--- src/hw/rtl/cmff_ram.sv ---
// ----------------------------------------------------------------------------
// cmff_ram
// generic single-write, single-read ram with registered read data
// ----------------------------------------------------------------------------
`timescale 1ns / 1ps

module cmff_ram #(
   parameter int WIDTH = 2,
   parameter int DEPTH = 1024
) (
   input  logic                     clock,
   input  logic                     wr_en,
   input  logic [$clog2(DEPTH)-1:0] wr_addr,
   input  logic [WIDTH-1:0]         wr_data,
   input  logic [$clog2(DEPTH)-1:0] rd_addr,
   output logic [WIDTH-1:0]         rd_data
);
   logic [WIDTH-1:0] mem [DEPTH];
   logic [WIDTH-1:0] rd_data_ff;

   always_ff @(posedge clock) begin
      if (wr_en) begin
         mem[wr_addr] <= wr_data;
      end
      rd_data_ff <= mem[rd_addr];
   end

   assign rd_data = rd_data_ff;
endmodule

--- config.mk ---
export PLATFORM = sky130hd
export DESIGN_NAME = cmff_ram
export DESIGN_NICKNAME = d
export VERILOG_FILES = /design/src/hw/rtl/cmff_ram.sv
export SDC_FILE = /design/constraint.sdc
export NUM_CORES = 2
export LEC_CHECK = 0
export BUFFER_PORTS_ARGS = -buffer_cell sky130_fd_sc_hd__buf_2
export CORE_ASPECT_RATIO = 0.9
export CORE_MARGIN = 5
export CORE_UTILIZATION = 57
export DETAILED_ROUTE_END_ITERATION = 12
export HOLD_SLACK_MARGIN = 0.15
export PLACE_DENSITY_LB_ADDON = 0.2
export SYNTH_ARGS = -nofsm -noshare
export SYNTH_HDL_FRONTEND = slang
export SYNTH_SLANG_ARGS = --single-unit
--- constraint.sdc ---
create_clock -name clock -period 2.8 [get_ports clock]
set_input_delay 0.56 -clock clock [delete_from_list [all_inputs] [get_ports clock]]
set_output_delay 0.56 -clock clock [all_outputs]
set_load 0.1 [all_outputs]
=== Word level (Yosys, flattened, before mapping) ===
Memories as Yosys holds them, arrays and structs flattened. A register that Yosys moved wholly into a read port is not among the register bits.
Index checks and enable logic that the tools add are counted.

* Memory bits (writable): 2,048
* Output and inout bits: 2
* Memories: 1
* Register bits: 0

* Mux-type cells: 2

{| class="wikitable"
|+ Memory list
! memory !! depth !! width !! read ports !! clocked after Yosys merged registers in !! write ports !! RTL line !! text
|-
| mem || 1,024 || 2 || 1 || 1 || 1 || 18 || <nowiki>logic [WIDTH-1:0] mem [DEPTH];</nowiki>
|}

{| class="wikitable"
|+ Operators by type and width
! kind !! count
|-
| 1-bit 2-to-1 mux || 2
|}

=== Longest topological paths before layout ===
* Depth in word-level cells: 2
* Mapped depth: 15

=== Worst setup path after synthesis ===
No wires, ideal clock.

* Path type: input to register
* Start: input rd_addr[0]
* End: register rd_data_ff[1], in the netlist rd_data[1] (read register of mem)
* Stages: 12
* Path slack: -122 ps
* Arrival: 2,782 ps
* Library setup time: 140 ps
* Data required time: 2,660 ps
* Path buffers: 5
* Cell sequence: buf_6 -> buf_12 -> buf_8 -> buf_6 -> buf_6 -> mux4_2 -> a221oi_1 -> o21ai_0 -> nor3_1 -> o31ai_1 -> o31ai_1 -> nand4_1

{| class="wikitable"
|+ RTL lines
! what !! RTL line !! text
|-
| start: declaration || 15 || <nowiki>input logic [$clog2(DEPTH)-1:0] rd_addr,</nowiki>
|-
| end: declaration || 19 || <nowiki>logic [WIDTH-1:0] rd_data_ff;</nowiki>
|}

==> impl_results.md <==
- Congestion Overflow GR: 0
- Drt pass-1 iters: 6
- Starting Density: 57.33%
- Setup WS pre-CTS: -0.9691 ns
- Die W: 414.1 um
- Post-DRT Antenna Nets: 0
- Worst skew pair latency: 0.84 ns
- Area growth syn-to-layout: 15.04%
- Failing checks: negative setup slack
- Post-route setup slack: -0.02346 ns
- CP bufs+invs: 1
- Post-synth top area share: 73.42%
- Worst-path maximum fanout: 2
- Global-route wire length before repair: 339.4 mm
- Core box area: between 100,000 and 150,000 um2
- Initial antenna violation count: 13
- Setup violations, final: 1
- CP Data Arrival Time: 3.52 ns
- Worst r2r src: mem[529][1]
- Clock root buffer: clkbuf_16
- Die area: about 150,000 um2
- Critical path's slowest cell: mux4_2
- Most common cell in the netlist: edfxtp_1
- Crit path from: mem[529][1]
- Post-DP HPWL: about 140 mm
- Share of cells above drive strength 1: 25.00%
- Max Clk Rate: 0.3542 GHz
- Unrepaired setup endpoints after global routing: true
- Cell taking the most area after synthesis: edfxtp_1
- Synth Instances: 4,793
- R2r setup slk: -0.02 ns
- HP Start: wr_data[1]
- TNS Setup: -0.02346 ns
- Max incr delay on CP: 0.52 ns
- Power per cell area: 653.3 nW/um2
- # clock sinks: between 2k and 2.5k
- Cts hold-fix bufs: 0
- Req. time, crit path: around 3.5 ns
- Drt wl/cell: ~32 um
- Fin. Hold Viols: 0
- Largest net degree at the start of global routing: 137
- Filler-free cell count of the finished design: 7,271
- Clock Path Buffers: 3
- Netlist Area Pre-Place: 83,760 um2
- Final std cell area, no fill: around 96,000 um2
- Top FF cell, synth: edfxtp_1
- CP startpoint kind: flop
- Die Ht: 373.7 um
- Crit-path cells: mux4_2 -> mux4_2 -> a22o_1 -> nor4_4 -> buf_4 -> o31ai_4 -> o31ai_4 -> nand4_1
- Status: finished, violations left
- RePlAce Congestion: approximately 0.86
- I/O pins: 26
- Leakage power: 30.20 nW
- Area post-placement: 90,110 um2
- Final worst path period need: 2.823 ns
- Nets: between 5k and 6k
- Top Family by Delay on Critical Path: multiplexers
- DRC Markers: 0
- Hold crit path type: input pin to flop
- Fin util: 65.95%
- Crit end category: flop
- Max-slew headroom: between 40 and 50%
- CTS tree: done
- Rows: ~130
- Maxcap violations: 0
- Synth area leaders: edfxtp_1 73%, mux4_2 12%, nor2_1 4.7%
- Post-synth EDFFs: 2,048
- Ys async rst share: 0%
- Sequential-to-total area share from yosys stat: about three quarters
- Routed wire length: 234.9 mm
- Yosys reg bits: 2,050
- All-Layer GR Usage: 30.31%
- Number of global-route vias before repair: roughly 48k
- Post-synth cell types: 66
- Setup Skew: 0.03779 ns
- Cts bufs inserted: 194
- Via density: 6.626
- CTS clock-pin slew for the worst setup and hold paths: 0.06 ns
- Peak supply drop: between 700 and 800 uV
- Dpl cells: 6,910
- Post-Syn Area per Cell: 17.48 um2
- Top post-synthesis cells by count: 2,048 x edfxtp_1, 1,054 x nor2_1, 449 x mux4_2
- DR iter-0 viols: 6,502
- WS Path Type: flop to flop
- H-tree levels: 4
- Routed vias: 48.18k
- Period utilization: 100.8%
- Syn_nets: 4,817
- Syn. warnings: 0
- Count of buffers from port buffering: 25
- Pins over their slew limit: 0
- Worst Tran Pin Value: 0.8523 ns
sequential cells by signal (all words and copies together) (netlist names):
register  count
mem        2048
rd_data       2
what timing repair did:
item                       CTS  global route
resized for setup            6            19
setup endpoints to repair    2             2
pin swaps                    0             6
gates cloned                 0             2
buffers inserted             0             0
metrics by stage:
stage,power (W),hold WS (ns)
finish,0.06295,0.2152
global route,0.06473,0.1842
CTS,0.06314,0.1690
detailed placement,0.03821,1.053
global placement,0.03817,1.047
floorplan,0.03626,0.6589
cells in the final DEF (no fill, tap or decap), drive strengths merged, types with 12 or more instances in the layout:
| cell type | instances |
|---|---|
| mux2i | 205 |
| o22ai | 45 |
| o221ai | 83 |
| o21ai | 36 |
| edfxtp | 2048 |
| nor2b | 13 |
| nand4 | 13 |
| a211oi | 13 |
| bufinv | 12 |
| nand3 | 39 |
| nor2 | 1054 |
| a22o | 13 |
| a221oi | 13 |
| clkinv | 81 |
| a22oi | 45 |
| mux4 | 449 |
| nor3 | 45 |
| nand2 | 96 |
| a21oi | 70 |
| clkbuf | 251 |
| buf | 556 |
power by group:
group	internal (W)	leakage, nW	switching [W]
clock	0.0140	2.92	0.0113
sequential	0.0338	18.4	0.0000203
combinational	0.00153	8.86	0.00232
total	0.0493	30.2	0.0137
final timing paths:
kind	end	cells past startpoint
hold reg to reg	rd_data[0]	6
setup reg to reg	rd_data[1]	8
setup / recovery	rd_data[1]	8
hold / removal	mem[855][1]	1
cell type report:
cell class,instances,area [um2]
fill,9850,49750
inverter,6,26.28
clock inverter,100,938.4
tap,1957,2449
timing repair buffer,558,5685
sequential,2050,61540
clock buffer,249,5091
multi-input combinational,2341,20600
antenna,10,25.02
cell families after synthesis:
logic type             after synthesis  share of synthesized area (%)
flip-flops                        2050                          73.47
AND/OR/NAND/NOR                   1324                          6.403
multiplexers                       664                          14.66
buffers and inverters              402                          2.489
AO/OA/AOI/OAI                      353                          2.979
worst reg2reg max path, stage by stage (launching register included):
cell and delay, ns:
edfxtp_1 0.40, mux4_2 0.49, mux4_2 0.52, a22o_1 0.29, nor4_4 0.31, buf_4 0.25, o31ai_4 0.08, o31ai_4 0.25
nand4_1 0.11
layer usage:
layer / vias to the layer above / GRT usage [%] / wire length (um)
met5: - / 0 / 13
met2: 2967 / 47.12 / 110800
met1: 25080 / 43.06 / 86600
li1: 19620 / - / -
met4: 2 / 10.58 / 9448
met3: 518 / 6.931 / 27990
Power figures use the tool's default switching activity.
