### src/hw/rtl/cmff_pkg.sv
// ----------------------------------------------------------------------------
// cmff_pkg
// constants, codes and types shared by the chunk map allocator
// ----------------------------------------------------------------------------
`timescale 1ns / 1ps

package cmff_pkg;
   localparam int MAX_CHUNKS = 1024;
   localparam int IDX_W      = $clog2(MAX_CHUNKS);
   localparam int CNT_W      = $clog2(MAX_CHUNKS + 1);
   localparam int MARK_W     = 2;
   localparam int DATA_W     = 32;
   localparam int CHUNK_W    = 16;
   localparam int BYTES_W    = CNT_W + CHUNK_W;
   localparam int CSR_IDX_W  = 8;
   localparam int STATUS_W   = 3;
   localparam int OP_W       = 2;
   localparam int DIV_STEPS  = DATA_W;
   localparam int DIV_CNT_W  = $clog2(DIV_STEPS);

   localparam logic [MARK_W-1:0] MARK_EMPTY    = 2'h0;
   localparam logic [MARK_W-1:0] MARK_BEGIN    = 2'h1;
   localparam logic [MARK_W-1:0] MARK_INTERIOR = 2'h2;
   localparam logic [MARK_W-1:0] MARK_END      = 2'h3;

   localparam logic [OP_W-1:0] OP_ALLOC   = 2'd0;
   localparam logic [OP_W-1:0] OP_RELEASE = 2'd1;
   localparam logic [OP_W-1:0] OP_CLEAR   = 2'd2;

   localparam logic [STATUS_W-1:0] ST_OK         = 3'd0;
   localparam logic [STATUS_W-1:0] ST_NO_SPACE   = 3'd1;
   localparam logic [STATUS_W-1:0] ST_MISALIGNED = 3'd2;
   localparam logic [STATUS_W-1:0] ST_OUT_RANGE  = 3'd3;
   localparam logic [STATUS_W-1:0] ST_NOT_START  = 3'd4;

   localparam logic [CSR_IDX_W-1:0] CSR_REGION = 8'd0;
   localparam logic [CSR_IDX_W-1:0] CSR_CHUNK  = 8'd1;

   localparam logic [DATA_W-1:0]  REGION_RESET = 32'd65536;
   localparam logic [CHUNK_W-1:0] CHUNK_RESET  = 16'd64;

   typedef struct packed {
      logic               done;
      logic [DATA_W-1:0]  quotient;
      logic [CHUNK_W-1:0] remainder;
   } div_res_type;
endpackage

### src/hw/rtl/cmff_div.sv
// ----------------------------------------------------------------------------
// cmff_div
// restoring divider, one quotient bit per cycle, for byte to chunk conversion
// ----------------------------------------------------------------------------
`timescale 1ns / 1ps

module cmff_div (
   input  logic                        clock,
   input  logic                        reset,
   input  logic                        start,
   input  logic [cmff_pkg::DATA_W-1:0]  dividend,
   input  logic [cmff_pkg::CHUNK_W-1:0] divisor,
   output cmff_pkg::div_res_type       res
);
   import cmff_pkg::*;

   logic                 busy_ff, busy_in;
   logic                 done_ff, done_in;
   logic [DIV_CNT_W-1:0] cnt_ff, cnt_in;
   logic [DATA_W-1:0]    quo_ff, quo_in;
   logic [CHUNK_W-1:0]   rem_ff, rem_in;
   logic [CHUNK_W:0]     shifted;
   logic [CHUNK_W:0]     diff;

   always_comb begin
      busy_in = busy_ff;
      done_in = 1'b0;
      cnt_in  = cnt_ff;
      quo_in  = quo_ff;
      rem_in  = rem_ff;
      shifted = {rem_ff, quo_ff[DATA_W-1]};
      diff    = shifted - {1'b0, divisor};
      if (start) begin
         busy_in = 1'b1;
         cnt_in  = '0;
         quo_in  = dividend;
         rem_in  = '0;
      end else if (busy_ff) begin
         if (shifted >= {1'b0, divisor}) begin
            rem_in = diff[CHUNK_W-1:0];
            quo_in = {quo_ff[DATA_W-2:0], 1'b1};
         end else begin
            rem_in = shifted[CHUNK_W-1:0];
            quo_in = {quo_ff[DATA_W-2:0], 1'b0};
         end
         cnt_in = cnt_ff + 1'b1;
         if (cnt_ff == DIV_CNT_W'(DIV_STEPS - 1)) begin
            busy_in = 1'b0;
            done_in = 1'b1;
         end
      end
   end

   always_ff @(posedge clock) begin
      if (reset) begin
         busy_ff <= 1'b0;
         done_ff <= 1'b0;
      end else begin
         busy_ff <= busy_in;
         done_ff <= done_in;
      end
      cnt_ff <= cnt_in;
      quo_ff <= quo_in;
      rem_ff <= rem_in;
   end

   assign res.done      = done_ff;
   assign res.quotient  = quo_ff;
   assign res.remainder = rem_ff;
endmodule

### config.mk
export PLATFORM = sky130hd
export DESIGN_NAME = cmff_div
export DESIGN_NICKNAME = d
export VERILOG_FILES = /design/src/hw/rtl/cmff_pkg.sv /design/src/hw/rtl/cmff_div.sv
export SDC_FILE = /design/constraint.sdc
export NUM_CORES = 1
export LEC_CHECK = 0
export ABC_CLOCK_PERIOD_IN_PS = 5670
export BUFFER_PORTS_ARGS = -buffer_cell sky130_fd_sc_hd__clkbuf_2
export CAP_MARGIN = 20
export CORE_UTILIZATION = 52
export CTS_CLUSTER_SIZE = 20
export DETAILED_ROUTE_END_ITERATION = 8
export PLACE_DENSITY = 0.78
export SYNTH_ARGS = -nofsm -noshare
export SYNTH_HDL_FRONTEND = slang
export SYNTH_SLANG_ARGS = --single-unit
### constraint.sdc
create_clock -name clock -period 5.67 [get_ports clock]
set_input_delay 1.134 -clock clock [delete_from_list [all_inputs] [get_ports clock]]
set_output_delay 1.134 -clock clock [all_outputs]
set_load 0.02 [all_outputs]
; Yosys cells after proc, flatten, opt, wreduce, memory -nomap -nowiden
; Cells that the tools add are included.
[word_totals]
ff_bits = 55
wordCells = 20
inputBits = 51
[op_classes]
bitwise = 1
n_lt_le_gt_ge = 1
mux = 8
n_eq_ne = 1
n_addsub = 2
n_reduce_logical = 2
[op_table]
columns = operator, n
row1 = 2-to-1 mux 32 bit, 2
row2 = >= comparator 17 x 16 -> 1 bit, 1
row3 = 2-to-1 mux 16 bit, 1
row4 = subtractor 16 bit, 1
row5 = adder 5 x 1 -> 5 bit (second input constant), 1
row6 = == test 5 bit (second input constant), 1
row7 = 2-to-1 mux 1 bit, 5
row8 = OR reduction 3 bit, 1
row9 = nonzero test 2 bit, 1
row10 = inverter 1 bit, 1

; Depth between registers and ports, before layout
; Gate-level depths: netlist (run 1).
[logic_depth]
ltp_word = 4
mapped_depth = 10
mapped_depth_nobuf = 10

; Least setup slack after synthesis (run 1)
; Ideal clock, no wire load.
[synth_timing]
path_kind = input to register
from = in divisor[8] in the netlist's numbering
to = reg rem_ff[1]
stages = 10
t_arrival_ps = 2969
setup_time_ps = 127
path_slack_ps = 2574
t_required_ps = 5543
cell_sequence = inv_1 > ha_1 > and3_1 > and4_4 > o21ai_2 > a31o_1 > a21oi_4 > buf_6 > nor3_1 > or3_1
[synth_between]
elab_chain_len = 2
[synth_rtl]
columns = item, line_no
row1 = start: declaration, cmff_div.sv:12  ; input logic [cmff_pkg::CHUNK_W-1:0] divisor,
row2 = >= comparator 17 x 16 -> 1 bit, cmff_div.sv:39  ; if (shifted >= {1'b0, divisor}) begin
row3 = 2-to-1 mux 16 bit, cmff_div.sv:39
row4 = end signal: assignment, cmff_div.sv:64  ; rem_ff <= rem_in;
row5 = end: declaration, cmff_div.sv:21  ; logic [CHUNK_W-1:0] rem_ff, rem_in;
; No other way between the ends.
; A chain may end at the register's enable or synchronous reset.

; Worst setup path after layout (run 1)
[layout_timing]
from = in divisor[8] in the netlist's numbering
to = reg rem_ff[0]
; Same word-level chain as after synthesis.

==> out/qor.txt, run 1 <==
critical path arrival - 3.64 ns
RD Place Congestion - 0.817
number of enable flip-flop cells after synthesis - 32
Peak VDD IR - 0.158 mV
Root Buffer - clkbuf_8
Die ar. - 0.00653 sq mm
Crit path required time - 5.90 ns
minimum clock period - 3.41 ns
Overall Power - 1.01 mW
Yosys top cell by area - edfxtp_1
first-pass GRT wire length - 10400 um
leakage - 1.72 nW
critical path's slowest cell - a21oi_4
port buffer count - 99
MaxCap Viol Count - 0
Final Hold Fails - 0
post-synthesis sequential area ratio - 0.440
CP max stage delay - 0.59 ns
Unique masters post-synth - 48
WL/cell - 13.8 um
# hold bufs at CTS - 0
most frequent cells in the layout - 99 x clkbuf_2, 33 x mux2_2, 32 x edfxtp_1
Mapped Avg Cell Area - 10.4 sq um
setup violators final - 0
Critical Path End Type - register
Die X - 80.8 um
1st-pass router iterations - 4
Worst slew margin - 0.478
via count - 2552
CTS buffer count - 5
# rows - 28
cell area after synthesis - 0.00323 sq mm
register bit total from synthesis - 55
CP Cell Sequence - clkbuf_2 -> inv_1 -> ha_1 -> and3_1 -> and4_4 -> o21ai_2 -> a31o_1 -> a21oi_4 -> mux2_2 -> a211oi_1
ant diodes - 0
most common cell after layout, fill and taps aside - clkbuf_2
Syn Inst Count - 310
clk sink count - 55
Layout area overhead - 19.9%
CTS tree - done
Final Cycle Share - 0.602
status - finished, final reports clean
critical path class - in2reg
PwrDens - 261 mW/mm^2
Max Clk Rate - 293 MHz
IO Pins - 100
Max Clock Skew - 0.00816 ns
crit path buf inv count - 2
All-Layer GR Usage - 0.204
DR iter-0 viols - 102
total wire length - 6630 um
Layout Nets - 473
post-DP HPWL - 4940 um
asr flop ratio synth - 0
grt total ovfl - 0
Warnings, synthesis - 0
initial antenna violation count - 0
Mapped Nets - 380
vias per cell - 5.33
Hold Crit Class - reg2reg
vias in the first global route - 2339
largest net degree at the start of global routing - 45
Post-CTS Resized - 0
startpoint class of the critical path - primary input
count of final max-slew check failures - 0
Worst Tran Pin Value - 0.783 ns
main area contributors after synthesis - edfxtp_1 30%, dfxtp_1 14%, mux2_2 11%
RSZ-0062 raised after global routing - false
worst-path fanout max - 25
Crit path max-delay family - compound AO/OA/AOI/OAI gates
maximum level of the CTS H-tree - 2
Reg clk slew, reported paths - 0.10 ns
Final TNS setup - 0 ns
clk buf depth - 2
main flop type after synthesis - edfxtp_1
top-area cell type share of the netlist area - 0.297
layout cells sized above 1 - 0.364
DRC viols - 0
postcts setup bufs - 0
Antenna Nets Post-Route - 0
Die H - 80.8 um
Clock Latency Late Sink - 0.31 ns
initial core utilization - 0.543
Core Footprint - 0.00596 sq mm
metal layers:
| metal | share of wire | wire, um | up-vias | track usage |
|---|---|---|---|---|
| li1 | - | - | 1309 | - |
| met1 | 0.47 | 3100 | 1184 | 0.262 |
| met2 | 0.48 | 3200 | 50 | 0.353 |
| met3 | 0.030 | 201 | 9 | 0.0247 |
| met4 | 0.019 | 124 | 0 | 0.0714 |
| met5 | 0 | 0 | - | 0 |
final timing paths:
| check | slack (ns) | end | cells past startpoint | start |
|---|---|---|---|---|
| worst max-delay path | 2.26 | rem_ff[0] | 10 | divisor[8] |
| worst max register to register | 2.84 | rem_ff[0] | 8 | rem_ff[7] |
| worst min register to register | 0.52 | rem_ff[6] | 2 | rem_ff[6] |
| worst min-delay path | 0.52 | rem_ff[6] | 2 | rem_ff[6] |
per-stage QoR:
stage	instance area (sq um)	utilization	cells	hold slack (ns)	worst slack, ns
3_3_place_gp	3760	0.632	471	0.482	2.00
4_1_cts	3870	0.651	479	0.525	2.27
3_5_place_dp	3760	0.632	471	0.501	1.93
5_1_grt	3870	0.651	479	0.548	2.07
2_1_floorplan	3230	-	310	0.467	2.57
6_report	3870	0.651	479	0.521	2.26
layout make-up:
class	count	area, sq um
inverters	25	93.8
clock buffers	6	72.6
repair buffers	101	510
clock inverters	2	38.8
flip-flops and latches	55	1420
fillers	505	2080
well taps	75	93.8
multi-input cells	215	1640
synthesized netlist by cell type, types with 5 or more instances:
| cell type | count |
|---|---|
| inv_1 | 25 |
| nor3b_1 | 5 |
| nor2_1 | 29 |
| a211oi_1 | 12 |
| mux2_2 | 33 |
| xnor2_1 | 9 |
| ha_1 | 18 |
| clkbuf_1 | 10 |
| xor2_1 | 6 |
| dfxtp_1 | 23 |
| mux2i_1 | 9 |
| nand2_1 | 15 |
| a21oi_1 | 13 |
| o21ai_0 | 12 |
| edfxtp_1 | 32 |
where the power goes:
| part | switching, mW | internal (mW) | total [mW] |
|---|---|---|---|
| logic | 0.150 | 0.110 | 0.260 |
| clock network | 0.131 | 0.134 | 0.264 |
| registers | 0.0217 | 0.463 | 0.485 |
| total | 0.302 | 0.707 | 1.01 |
cells by family (layout without fill, tap and decap cells):
logic type | count (synthesis) | count (layout) | synth area share
AO/OA/AOI/OAI | 60 | 60 | 0.127
XOR/XNOR | 15 | 15 | 0.0407
adder cells (fa/ha/maj) | 19 | 19 | 0.0759
buffers and inverters | 40 | 134 | 0.0515
flip-flops | 55 | 55 | 0.440
multiplexers | 42 | 42 | 0.143
AND/OR/NAND/NOR | 79 | 79 | 0.123
flip-flops by register name (all words and copies together), names as in the netlist:
| register | count |
|---|---|
| cnt_ff | 5 |
| rem_ff | 16 |
| quo_ff | 32 |
| busy_ff | 1 |
| done_ff | 1 |
worst register-to-register path, cell delays in order, from the launching register on:
cell and delay (ns):
dfxtp_1 0.34, ha_1 0.41, and3_1 0.22, and4_4 0.25, o21ai_2 0.08, a31o_1 0.25, a21oi_4 0.59, mux2_2 0.41
a211oi_1 0.21
Note: power is estimated with default switching activity, not from simulation.
==> run 2: changes to the inputs <==
--- a/config.mk
+++ b/config.mk
@@ -5,7 +5,7 @@
 export SDC_FILE = /design/constraint.sdc
 export NUM_CORES = 1
 export LEC_CHECK = 0
-export ABC_CLOCK_PERIOD_IN_PS = 5670
+export ABC_CLOCK_PERIOD_IN_PS = 3300
 export BUFFER_PORTS_ARGS = -buffer_cell sky130_fd_sc_hd__clkbuf_2
 export CAP_MARGIN = 20
 export CORE_UTILIZATION = 52
==> constraint.sdc (replaced) <==
create_clock -name clock -period 3.3 [get_ports clock]
set_input_delay 0.66 -clock clock [delete_from_list [all_inputs] [get_ports clock]]
set_output_delay 0.66 -clock clock [all_outputs]
set_load 0.02 [all_outputs]
==> out/qor.txt, run 2 (synthesis results as in run 1) <==
status - finished, final reports clean (unchanged)
Die X - 80.8 um (unchanged)
port buffer count - 99 (unchanged)
Worst slew margin - 0.496 (was 0.478)
Peak VDD IR - 0.348 mV (was 0.158 mV)
maximum level of the CTS H-tree - 2 (unchanged)
initial antenna violation count - 0 (unchanged)
clk buf depth - 2 (unchanged)
# rows - 28 (unchanged)
leakage - 1.73 nW (was 1.72 nW)
1st-pass router iterations - 4 (unchanged)
PwrDens - 432 mW/mm^2 (was 261 mW/mm^2)
via count - 2552 (unchanged)
postcts setup bufs - 0 (unchanged)
Max Clk Rate - 361 MHz
RD Place Congestion - 0.873 (was 0.817)
# hold bufs at CTS - 0 (unchanged)
count of final max-slew check failures - 0 (unchanged)
Crit path max-delay family - compound AO/OA/AOI/OAI gates (unchanged)
Max Clock Skew - 0.0128 ns (was 0.00816 ns)
layout cells sized above 1 - 0.369 (was 0.364)
Reg clk slew, reported paths - 0.10 ns (about the same)
clk sink count - 55 (unchanged)
Crit path required time - 3.51 ns (was 5.90 ns)
Core Footprint - 0.00596 sq mm (unchanged)
CTS tree - done (unchanged)
Critical Path End Type - register (unchanged)
Final Hold Fails - 0 (unchanged)
initial core utilization - 0.543 (unchanged)
startpoint class of the critical path - primary input (unchanged)
DRC viols - 0 (unchanged)
All-Layer GR Usage - 0.209 (was 0.204)
Final TNS setup - 0 ns (unchanged)
critical path arrival - 2.98 ns (was 3.64 ns)
Die H - 80.8 um (unchanged)
Setup WS pre-CTS - 0.218 ns (was 1.93 ns)
DR iter-0 viols - 113 (was 102)
WL/cell - 14.3 um (was 13.8 um)
critical path class - in2reg (unchanged)
grt total ovfl - 0 (unchanged)
Antenna Nets Post-Route - 0 (unchanged)
max reg flops - 32 (unchanged)
CP Cell Sequence - clkbuf_2 -> inv_1 -> ha_1 -> and3_1 -> and4_4 -> o21ai_2 -> a31o_1 -> a21oi_4 -> buf_4 -> nand3b_1 -> a311oi_1 (was clkbuf_2 -> inv_1 -> ha_1 -> and3_1 -> and4_4 -> o21ai_2 -> a31o_1 -> a21oi_4 -> mux2_2 -> a211oi_1)
worst-path fanout max - 14 (was 25)
Layout area overhead - 19.7% (was 19.9%)
Regs by FF count - quo_ff x32, rem_ff x16, cnt_ff x5 (unchanged)
MaxCap Viol Count - 0 (unchanged)
RSZ-0062 raised after global routing - false (unchanged)
vias per cell - 5.31 (was 5.33)
CTS buffer count - 5 (unchanged)
Worst Tran Pin Value - 0.756 ns (was 0.783 ns)
Die ar. - 0.00653 sq mm (unchanged)
WHS - 0.510 ns (was 0.521 ns)
final core area utilization - 0.650 (was 0.651)
Hold Crit Class - in2reg (was reg2reg)
Post-CTS Resized - 0 (unchanged)
Reg with most FFs - quo_ff (unchanged)
IO Pins - 100 (unchanged)
most frequent cells in the layout - 99 x clkbuf_2, 33 x mux2_2, 32 x edfxtp_1 (unchanged)
largest net degree at the start of global routing - 61 (was 45)
vias in the first global route - 2371 (was 2339)
crit path buf inv count - 3 (was 2)
total wire length - 6900 um (was 6630 um)
Layout Nets - 475 (was 473)
minimum clock period - 2.77 ns
Root Buffer - clkbuf_8 (unchanged)
Final Cycle Share - 0.840
most common cell after layout, fill and taps aside - clkbuf_2 (unchanged)
Clock Latency Late Sink - 0.31 ns (about the same)
CP max stage delay - 0.39 ns (was 0.59 ns)
Setup WS post-layout - 0.530 ns (was 2.26 ns)
ant diodes - 0 (unchanged)
critical path's slowest cell - ha_1 (was a21oi_4)
first-pass GRT wire length - 10700 um (was 10400 um)
Overall Power - 1.67 mW (was 1.01 mW)
setup violators final - 0 (unchanged)
post-DP HPWL - 5110 um (was 4940 um)
-- run 2: cell count changes in the layout (fill, tap and decap cells not counted), sizes merged --
cell | previous run | this run
buf | 2 | 4
bufinv | 1 | 0
clkinv | 0 | 2
clkbuf | 105 | 104
-- run 2: metrics by stage --
| stage | instances | area, sq um |
|---|---|---|
| after floorplan | 310 | 3230 |
| after global placement | 473 | 3780 |
| after detailed placement | 473 | 3780 |
| after CTS | 481 | 3870 |
| after global routing | 481 | 3870 |
| final | 481 | 3870 |
-- run 2: worst paths after layout --
path,start,to,slack [ns],cells past startpoint
max,divisor[8],rem_ff[9],0.53,11
min,reset,busy_ff,0.51,2
max reg2reg,rem_ff[7],rem_ff[9],0.63,9
min reg2reg,rem_ff[3],rem_ff[3],0.52,2
-- run 2: worst register-to-register path, delay by kind of cell (launching register included) --
family	cells	cell delay, ns
simple gates	3	0.57
flops	1	0.35
buf+inv	1	0.28
compound gates	4	0.97
fa+ha+maj	1	0.41
-- run 2: layout make-up --
type,count,area [sq um]
clock buffers,5,68.8
clock inverters,3,22.5
fillers,503,2090
inverters,25,93.8
multi-input cells,215,1640
flip-flops and latches,55,1420
well taps,75,93.8
repair buffers,103,526
-- run 2: layer usage --
layer	track usage	vias up	wire length, um
li1	-	1313	-
met1	0.277	1158	3180
met2	0.349	69	3320
met3	0.0292	12	257
met4	0.0714	0	147
met5	0	-	0
-- run 2: report_power, final --
| part | switching, mW | total, mW | internal [mW] |
|---|---|---|---|
| clock network | 0.232 | 0.385 | 0.153 |
| logic | 0.264 | 0.455 | 0.191 |
| registers | 0.0376 | 0.834 | 0.796 |
| total | 0.533 | 1.67 | 1.14 |
==> run 3: changes to the inputs <==
--- a/config.mk
+++ b/config.mk
@@ -5,13 +5,13 @@
 export SDC_FILE = /design/constraint.sdc
 export NUM_CORES = 1
 export LEC_CHECK = 0
-export ABC_CLOCK_PERIOD_IN_PS = 3300
+export ABC_CLOCK_PERIOD_IN_PS = 2300
 export BUFFER_PORTS_ARGS = -buffer_cell sky130_fd_sc_hd__clkbuf_2
 export CAP_MARGIN = 20
-export CORE_UTILIZATION = 52
+export CORE_UTILIZATION = 47
 export CTS_CLUSTER_SIZE = 20
 export DETAILED_ROUTE_END_ITERATION = 8
-export PLACE_DENSITY = 0.78
+export PLACE_DENSITY = 0.74
 export SYNTH_ARGS = -nofsm -noshare
 export SYNTH_HDL_FRONTEND = slang
 export SYNTH_SLANG_ARGS = --single-unit
==> constraint.sdc (replaced) <==
create_clock -name clock -period 2.3 [get_ports clock]
set_input_delay 0.46 -clock clock [delete_from_list [all_inputs] [get_ports clock]]
set_output_delay 0.46 -clock clock [all_outputs]
set_load 0.02 [all_outputs]
==> out/qor.txt, run 3 (synthesis results as in run 1) <==
Critical Path End Type - register (unchanged)
Crit path max-delay family - compound AO/OA/AOI/OAI gates (unchanged)
non-filler cells, final - 532 (was 481)
startpoint class of the critical path - register (was primary input)
Worst slew margin - 0.499 (was 0.496)
WL/cell - 14.3 um (about the same)
setup violators final - 0 (unchanged)
Layout Nets - 524 (was 475)
worst r2r path cells - 10 (was 9)
# rows - 29 (was 28)
Final Hold Fails - 0 (unchanged)
critical path's slowest cell - edfxtp_1 (was ha_1)
Hold EP - done_ff (was busy_ff)
Die X - 84.9 um (was 80.8 um)
Hold Crit Class - in2reg (unchanged)
critical path class - reg2reg (was in2reg)
port buffer count - 99 (unchanged)
Antenna Nets Post-Route - 0 (unchanged)
MaxCap Viol Count - 0 (unchanged)
IO Pins - 100 (unchanged)
Placed Cells - 514 (was 473)
ant diodes - 0 (unchanged)
HP Start - reset (unchanged)
CTS buffer count - 5 (unchanged)
largest net degree at the start of global routing - 44 (was 61)
clk sink count - 55 (unchanged)
Root Buffer - clkbuf_8 (unchanged)
Worst Tran Pin Value - 0.752 ns (was 0.756 ns)
Clock Latency Late Sink - 0.31 ns (about the same)
# hold bufs at CTS - 0 (unchanged)
All-Layer GR Usage - 0.208 (was 0.209)
vias per cell - 5.26 (was 5.31)
Crit path required time - 2.51 ns (was 3.51 ns)
Final TNS setup - 0 ns (unchanged)
via count - 2799 (was 2552)
worst r2r src - quo_ff[31] (was rem_ff[7])
minimum clock period - 2.28 ns
Die H - 84.9 um (was 80.8 um)
initial antenna violation count - 0 (unchanged)
initial core utilization - 0.498 (was 0.543)
leakage - 1.99 nW (was 1.73 nW)
clk buf depth - 2 (unchanged)
Core Footprint - 0.00649 sq mm (was 0.00596 sq mm)
CP Cell Sequence - inv_2 -> ha_4 -> fa_2 -> nand2b_4 -> a211oi_4 -> o21ai_1 -> a31oi_1 -> o22a_1 -> xor2_1 -> a311o_1 (was clkbuf_2 -> inv_1 -> ha_1 -> and3_1 -> and4_4 -> o21ai_2 -> a31o_1 -> a21oi_4 -> buf_4 -> nand3b_1 -> a311oi_1)
worst-path fanout max - 2 (was 14)
layout cells sized above 1 - 0.486 (was 0.369)
total wire length - 7600 um (was 6900 um)
count of final max-slew check failures - 0 (unchanged)
Reg with most FFs - quo_ff (unchanged)
vias in the first global route - 2600 (was 2371)
failing checks - DRC
1st-pass router iterations - 9 (was 4)
RD Place Congestion - 0.834 (was 0.873)
FF-to-FF End - rem_ff[14] (was rem_ff[9])
max reg flops - 32 (unchanged)
RSZ-0062 raised after global routing - true (was false)
Die ar. - 0.00721 sq mm (was 0.00653 sq mm)
PwrDens - 587 mW/mm^2 (was 432 mW/mm^2)
Reg clk slew, reported paths - 0.11 ns (was 0.10 ns)
DR iter-0 viols - 120 (was 113)
filler instances - 506 (was 503)
most common cell after layout, fill and taps aside - clkbuf_2 (unchanged)
grt total ovfl - 0 (unchanged)
Peak VDD IR - 0.278 mV (was 0.348 mV)
DRC viols - 7 (was 0)
first-pass GRT wire length - 12000 um (was 10700 um)
Max Clk Rate - 439 MHz
Regs by FF count - quo_ff x32, rem_ff x16, cnt_ff x5 (unchanged)
post-DP HPWL - 5460 um (was 5110 um)
status - finished with violations (was finished, final reports clean)
Final Cycle Share - 0.990
Max Clock Skew - 0.00769 ns (was 0.0128 ns)
CTS tree - done (unchanged)
hold-critical path depth - 2 (unchanged)
final core area utilization - 0.682 (was 0.650)
R2R setup slack - 0.02 ns (was 0.63 ns)
crit path buf inv count - 1 (was 3)
critical path arrival - 2.49 ns (was 2.98 ns)
CP max stage delay - 0.38 ns (was 0.39 ns)
maximum level of the CTS H-tree - 2 (unchanged)
Layout area overhead - 37.0% (was 19.7%)
most frequent cells in the layout - 99 x clkbuf_2, 48 x buf_4, 32 x mux2_2, 32 x edfxtp_1, 29 x nor2_1 (was 99 x clkbuf_2, 33 x mux2_2, 32 x edfxtp_1)
run 3: worst max path at each step:
stage | start | end | slack [ns] | depth (start not counted)
finish | quo_ff[31] | rem_ff[14] | 0.02 | 10
CTS | quo_ff[31] | rem_ff[10] | 0.009 | 11
global route | quo_ff[31] | rem_ff[14] | -0.07 | 10
detailed placement | divisor[6] | rem_ff[0] | -0.27 | 10
global placement | divisor[6] | rem_ff[0] | -0.23 | 10
floorplan | quo_ff[31] | rem_ff[14] | -0.02 | 10
run 3: metrics by stage:
stage | worst slack, ns | cell area [sq um] | hold WS (ns) | power, mW
final | 0.0231 | 4430 | 0.347 | 2.60
after CTS | 0.00876 | 4290 | 0.333 | 2.58
after floorplan | -0.0207 | 3300 | 0.467 | 1.69
after global placement | -0.229 | 4140 | 0.479 | 1.96
after global routing | -0.0717 | 4430 | 0.338 | 2.72
after detailed placement | -0.271 | 4140 | 0.491 | 1.97
run 3: where the power goes:
part	internal, mW	switching, mW	total [mW]	leakage, nW
Combinational	0.391	0.433	0.825	1.43
Clock	0.226	0.352	0.577	0.0506
Sequential	1.14	0.0537	1.20	0.512
Total	1.76	0.839	2.60	1.99
run 3: area by class of cell:
cell class / count / area (sq um) / share of cell area
Multi-Input combinational cell: 216 / 1810 / 0.410
Sequential cell: 55 / 1430 / 0.322
Timing Repair Buffer: 151 / 901 / 0.204
Tap cell: 77 / 96.3 / 0.0218
Inverter: 25 / 93.8 / 0.0212
Clock buffer: 5 / 68.8 / 0.0155
Clock inverter: 3 / 26.3 / 0.00594
run 3: what timing repair did:
item | CTS | global route
setup endpoints to repair | 7 | 17
setup buffers | 3 | 6
cloned | 1 | 0
pin swaps | 5 | 11
resized for setup | 8 | 21
run 3: per-layer routing:
layer  up-vias  track usage  routed length, um  share of wire
met5         -            0                  0              0
li1       1414            -                  -              -
met2        59        0.347               3640           0.48
met1      1324        0.287               3720           0.49
met3         2       0.0272                217          0.029
met4         0       0.0555                 31         0.0041
